File: config.mk
export PLATFORM = sky130hd
export DESIGN_NAME = bar_flt_ctrl
export DESIGN_NICKNAME = d
export VERILOG_FILES = /design/src/rtl/bar_flt_pkg.sv /design/src/rtl/bar_flt_ctrl.sv
export SDC_FILE = /design/constraint.sdc
export NUM_CORES = 1
export LEC_CHECK = 0
export CAP_MARGIN = 20
export CORE_AREA = 5 5 42 44
export CTS_CLUSTER_DIAMETER = 150
export DETAILED_ROUTE_END_ITERATION = 6
export DIE_AREA = 0 0 47 49
export DONT_BUFFER_PORTS = 1
export PLACE_DENSITY = 0.6
export SLEW_MARGIN = 20
export SYNTH_ARGS = -nofsm -noshare
export SYNTH_HDL_FRONTEND = slang
export SYNTH_SLANG_ARGS = --single-unit
File: constraint.sdc
create_clock -name i_clk -period 2.1 [get_ports i_clk]
set_clock_uncertainty 0.2 [all_clocks]
set_input_delay 0.42 -clock i_clk [delete_from_list [all_inputs] [get_ports i_clk]]
set_output_delay 0.42 -clock i_clk [all_outputs]
set_load 0.01 [all_outputs]
File: src/rtl/bar_flt_pkg.sv
// ----------------------------------------------------------------------------
// bar_flt_pkg
// Shared constants, codes and controller/datapath signal groups for the
// beacon advertisement relay filter.
// ----------------------------------------------------------------------------
package bar_flt_pkg;

    localparam int TABLE_ENTRIES_DEF = 512;
    localparam int PACKET_BYTES_DEF  = 31;

    localparam int CFG_W   = 16;
    localparam int CFG_IDX = 2;
    localparam int ADDR_W  = 48;

    localparam logic [CFG_IDX-1:0] REG_COMPANY = 2'd0;
    localparam logic [CFG_IDX-1:0] REG_MSGTYPE = 2'd1;
    localparam logic [CFG_IDX-1:0] REG_PAYLEN  = 2'd2;
    localparam logic [CFG_IDX-1:0] REG_MARKER  = 2'd3;

    localparam logic [15:0] COMPANY_RST = 16'h004C;
    localparam logic [7:0]  MSGTYPE_RST = 8'h12;
    localparam logic [7:0]  PAYLEN_RST  = 8'h19;
    localparam logic [7:0]  MARKER_RST  = 8'hFF;

    localparam logic [7:0] AD_TYPE_VENDOR = 8'hFF;
    localparam int         HOP_POS        = 6;

    localparam logic [1:0] OP_BYTE    = 2'd0;
    localparam logic [1:0] OP_CLEAR   = 2'd1;
    localparam logic [1:0] OP_READ    = 2'd2;
    localparam logic [1:0] OP_IGNORED = 2'd3;

    localparam logic [2:0] V_NONE      = 3'd0;
    localparam logic [2:0] V_MISMATCH  = 3'd1;
    localparam logic [2:0] V_STORED    = 3'd2;
    localparam logic [2:0] V_EXPIRED   = 3'd3;
    localparam logic [2:0] V_NOT_OURS  = 3'd4;
    localparam logic [2:0] V_DUPLICATE = 3'd5;
    localparam logic [2:0] V_FULL      = 3'd6;
    localparam logic [2:0] V_READ      = 3'd7;

    typedef struct packed {
        logic       sweep_en;
        logic       byte_we;
        logic       clear_tab;
        logic       rd_issue;
        logic       cnt_vendor;
        logic       k_clr;
        logic       k_inc;
        logic       tab_rd;
        logic       tab_wr;
        logic       c_inc;
        logic       line_rd;
        logic       pay_wr;
        logic       count_inc;
        logic       out_load;
        logic       pkt_done;
        logic [2:0] verdict;
    } t_cmd;

    typedef struct packed {
        logic sweep_last;
        logic vendor;
        logic match;
        logic expired;
        logic not_ours;
        logic count_zero;
        logic full;
        logic addr_eq;
        logic k_last;
        logic c_last;
        logic out_free;
    } t_status;

endpackage

File: src/rtl/bar_flt_ctrl.sv
// ----------------------------------------------------------------------------
// bar_flt_ctrl
// Sequencer: clearing pass, packet finish, table search, row copy and
// result hand-off.
// ----------------------------------------------------------------------------
module bar_flt_ctrl (
    input  logic                 i_clk,
    input  logic                 i_rst_n,
    input  logic                 i_in_valid,
    input  logic [1:0]           i_opcode,
    input  logic                 i_last,
    output logic                 o_in_ready,
    input  bar_flt_pkg::t_status i_st,
    output bar_flt_pkg::t_cmd    o_cmd
);

    localparam logic [2:0] S_SWEEP = 3'd0;
    localparam logic [2:0] S_IDLE  = 3'd1;
    localparam logic [2:0] S_FIN   = 3'd2;
    localparam logic [2:0] S_SRD   = 3'd3;
    localparam logic [2:0] S_SCMP  = 3'd4;
    localparam logic [2:0] S_CRD   = 3'd5;
    localparam logic [2:0] S_CWR   = 3'd6;
    localparam logic [2:0] S_EMIT  = 3'd7;

    logic [2:0] r_state, n_state;
    logic [2:0] r_verdict, n_verdict;
    logic       acc;

    assign o_in_ready = (r_state == S_IDLE);
    assign acc        = i_in_valid && o_in_ready;

    always_comb begin
        n_state   = r_state;
        n_verdict = r_verdict;
        o_cmd     = '0;
        o_cmd.verdict = r_verdict;
        case (r_state)
            S_SWEEP: begin
                o_cmd.sweep_en = 1'b1;
                if (i_st.sweep_last) begin
                    n_state = S_IDLE;
                end
            end
            S_IDLE: begin
                if (acc) begin
                    case (i_opcode)
                        bar_flt_pkg::OP_BYTE: begin
                            o_cmd.byte_we = 1'b1;
                            if (i_last) begin
                                n_state = S_FIN;
                            end
                        end
                        bar_flt_pkg::OP_CLEAR: o_cmd.clear_tab = 1'b1;
                        bar_flt_pkg::OP_READ: begin
                            o_cmd.rd_issue = 1'b1;
                            n_verdict = bar_flt_pkg::V_READ;
                            n_state   = S_EMIT;
                        end
                        default: ;
                    endcase
                end
            end
            S_FIN: begin
                o_cmd.cnt_vendor = i_st.vendor;
                o_cmd.k_clr      = 1'b1;
                n_state          = S_EMIT;
                if (!i_st.vendor) begin
                    n_verdict = bar_flt_pkg::V_NONE;
                end else if (!i_st.match) begin
                    n_verdict = bar_flt_pkg::V_MISMATCH;
                end else if (i_st.expired) begin
                    n_verdict = bar_flt_pkg::V_EXPIRED;
                end else if (i_st.not_ours) begin
                    n_verdict = bar_flt_pkg::V_NOT_OURS;
                end else if (i_st.count_zero) begin
                    o_cmd.tab_wr = 1'b1;
                    n_state      = S_CRD;
                end else begin
                    n_state = S_SRD;
                end
            end
            S_SRD: begin
                o_cmd.tab_rd = 1'b1;
                n_state      = S_SCMP;
            end
            S_SCMP: begin
                o_cmd.k_inc = 1'b1;
                if (i_st.addr_eq) begin
                    n_verdict = bar_flt_pkg::V_DUPLICATE;
                    n_state   = S_EMIT;
                end else if (i_st.k_last) begin
                    if (i_st.full) begin
                        n_verdict = bar_flt_pkg::V_FULL;
                        n_state   = S_EMIT;
                    end else begin
                        o_cmd.tab_wr = 1'b1;
                        n_state      = S_CRD;
                    end
                end else begin
                    n_state = S_SRD;
                end
            end
            S_CRD: begin
                o_cmd.line_rd = 1'b1;
                n_state       = S_CWR;
            end
            S_CWR: begin
                o_cmd.pay_wr = 1'b1;
                if (i_st.c_last) begin
                    o_cmd.count_inc = 1'b1;
                    n_verdict       = bar_flt_pkg::V_STORED;
                    n_state         = S_EMIT;
                end else begin
                    o_cmd.c_inc = 1'b1;
                    n_state     = S_CRD;
                end
            end
            S_EMIT: begin
                if (i_st.out_free) begin
                    o_cmd.out_load = 1'b1;
                    o_cmd.pkt_done = (r_verdict != bar_flt_pkg::V_READ);
                    n_state        = S_IDLE;
                end
            end
            default: n_state = S_IDLE;
        endcase
    end

    always_ff @(posedge i_clk) begin
        if (!i_rst_n) begin
            r_state   <= S_SWEEP;
            r_verdict <= bar_flt_pkg::V_NONE;
        end else begin
            r_state   <= n_state;
            r_verdict <= n_verdict;
        end
    end

endmodule

==> summary.md <==
- **achievable clock frequency** 498.6 MHz
- **GRT Util Overall** 0.1639
- **antenna violation net count after detailed routing** 0
- **number of antenna repair diodes** 0
- **most area-hungry cell type in the Yosys netlist** sky130_fd_sc_hd__dfxtp_1
- **average wire per standard cell** 17.49 microns
- **worst setup slack after placement** 0.2046 ns
- **type of the most critical hold path** input port to flip-flop
- **grt total ovfl** 0
- **remaining design rule violation count** 0
- **top cell types by occurrence after synthesis** sky130_fd_sc_hd__dfxtp_1 (6), sky130_fd_sc_hd__nand2_1 (5), sky130_fd_sc_hd__nand3_1 (4), sky130_fd_sc_hd__nor3b_1 (4)
- **outcome** complete, no violations
- **Yosys warning count** 0
- **fraction of final layout cells with drive strength greater than 1** 0.3059
- **area growth from synthesis to layout** 15.20%
- **data required time at the worst endpoint** 1.48 ns
- **met3 wire len** 176 microns
- **post-DR vias/cell** 6.564
- **total leakage power** 0.0002906 uW
- **Detail Route met2 WL** 842 microns
- **Most used DFF post-synth** sky130_fd_sc_hd__dfxtp_1
- **clock buffers created by TritonCTS** 3
- **detailed placer's ending HPWL** 1454 microns
- **first-pass iteration count of the detailed router** 4
- **class of the most critical setup path** flip-flop to output pin
- **Final setup violation count** 0
- **top-area cell type share of the netlist area** 0.1920
- **critical path launch point type** flip-flop
- **area of the mapped netlist** 625.6 sq um
- **sequential share of the synthesized area** 0.1920
- **Worst Tran Pin Value** 0.3858 ns
- **number of hold violations in the final report** 0
- **clock sink total** 6
- **max-cap viol count** 0
- **ranking of synthesized cells by area** sky130_fd_sc_hd__dfxtp_1 (19%), sky130_fd_sc_hd__nor3b_1 (4.8%), sky130_fd_sc_hd__nor3b_2 (4.0%), sky130_fd_sc_hd__buf_6 (3.6%), sky130_fd_sc_hd__nand3_1 (3.2%)
- **setup repair after global routing missed its margin** false
- **Detailed Route WL** 1766 microns
- **via count of the first global-routing pass** 651
- **iteration-0 DRC count of the detailed router** 11
- **DIE WIDTH** 47 microns
- **number of inserted filler cells in the final layout** 150
- **M1 WL** 692 microns
- **cell with the most instances after synthesis** sky130_fd_sc_hd__dfxtp_1
- **global-route wire length before repair** 2766 microns
- **max layer used** met4
- **Worst VDD drop** 0.2150 mV
- **H-tree lvl count** 1
- **setup TNS after final layout** 0 ns
- **buffer levels on the longest clock path** 2
- **std cell rows** 14
- **gpl congestion** 0.7715
- **worst max-slew margin expressed relative to the limit** 0.7408
- **initial core utilization** 0.4464
- **count of different cell masters after synthesis** 42
- **ordered list of cells on the worst path** nor3b_4 -> a32o_1
- **Crit path arrival time** 1.39 ns
- **Via Count** 663
- **root buf cell** sky130_fd_sc_hd__clkbuf_4
- **Layout Nets** 104
- **number of enable flip-flop cells after synthesis** 0
- **pin count of the biggest net entering global routing** 12
- **setup slack after layout** 0.09455 ns
- **number of I/O port buffers** 0
- **core footprint** 1401 sq um
- **endpoint type of the worst setup path** output pin
- **number of hold-repair buffers added at the cts stage** 0
- **Max stage delay on crit path** 0.46 ns
- **slowest stage cell on the critical path** sky130_fd_sc_hd__dfxtp_2
- **Post-synth ARST share** 0
- **worst-path maximum fanout** 11
- **Clock transition at path regs** 0.05 ns
- **post-synth net total** 93
- **power per cell area** 414.7 nW/um^2
- **Multi-input gate area** 457.9 sq um
- **number of storage elements in the synthesis netlist** 6
- **CTS tree** yes
- **synthesized area divided by synthesized cell count** 8.232 sq um
- **part of the cycle the worst path needs** 0.9550
- **clock latency at the later pin of the worst-skew pair** 0.25 ns
- **overall die area** 2303 sq um
- **Final Max Slew Viols** 0
- **count of mapped cells out of synthesis** 76
- **shortest period the worst path allows** 2.005 ns
- **Seq. cell area** 122.6 sq um
- **Ports** 36
- **floorplan die height** 49 microns
- **antenna violations before repair** 0
[cells in the final DEF, fill, tap and decap left out, drive strengths merged, types with 3 or more instances in the layout]
master	n
buf	11
nor3b	7
nand2	6
dfxtp	6
nand3	4
nor2	4
inv	4
a31oi	3
a21oi	3
clkbuf	3
[critical path, delay by kind of cell, from the launching register on]
family,cells,cell delay [ns]
flops,1,0.46
compound gates,1,0.29
simple gates,1,0.38
[routing by layer]
metal | GRT usage | up-vias
met5 | 0 | -
met4 | 0.1106 | 0
met3 | 0.05166 | 8
met2 | 0.2466 | 34
met1 | 0.1882 | 310
li1 | - | 311
[where the power goes]
part	leakage (uW)	internal [uW]	switching [uW]	total (uW)
Clock	0.0000138	64.9	45.8	111
Sequential	0.0000500	120	7.24	127
Combinational	0.000227	30.4	30.9	61.2
[state kept, by name, summed over array words and instances, names as in the netlist]
register	flops
r_state	3
r_verdict	3
[path summary, 6_finish.rpt]
kind              startpoint            to  slack, ns  depth (start not counted)
setup / recovery  r_state[1]      o_cmd[9]       0.09                          2
hold / removal       i_rst_n    r_state[0]       0.09                          2
setup reg to reg  r_state[1]  r_verdict[1]       0.29                          5
hold reg to reg   r_state[2]    r_state[0]       0.37                          2
[stage by stage]
| stage | utilization | instance area (sq um) | power (uW) | hold slack [ns] | cells |
|---|---|---|---|---|---|
| after floorplan | - | 625.6 | 174.3 | 0.3429 | 76 |
| after global placement | 0.4920 | 689.4 | 188.2 | 0.3555 | 98 |
| after detailed placement | 0.4920 | 689.4 | 189.0 | 0.3488 | 98 |
| after CTS | 0.5134 | 719.4 | 301.1 | 0.08681 | 101 |
| after global routing | 0.5143 | 720.7 | 311.7 | 0.1009 | 101 |
| final | 0.5143 | 720.7 | 298.9 | 0.08909 | 101 |
[cell type report]
cell class / count / area share
timing repair buffer: 11 / 0.1146
sequential: 6 / 0.1701
inverter: 4 / 0.02083
clock buffer: 3 / 0.03125
tap: 16 / 0.02778
multi-input combinational: 61 / 0.6354
[cell families (layout without fill, tap and decap cells)]
logic type / Yosys count / after routing / share of synthesized area
AND/OR/NAND/NOR: 38 / 38 / 0.4180
AO/OA/AOI/OAI: 21 / 21 / 0.2640
buffers and inverters: 9 / 18 / 0.08598
flip-flops: 6 / 6 / 0.1920
multiplexers: 2 / 2 / 0.03999
[timing repair]
action                     4_1_cts  5_1_grt
cloned                           0        0
gates resized for setup          2        1
buffers inserted                 0        0
setup endpoints to repair        2        2
Power figures use the tool's default switching activity.
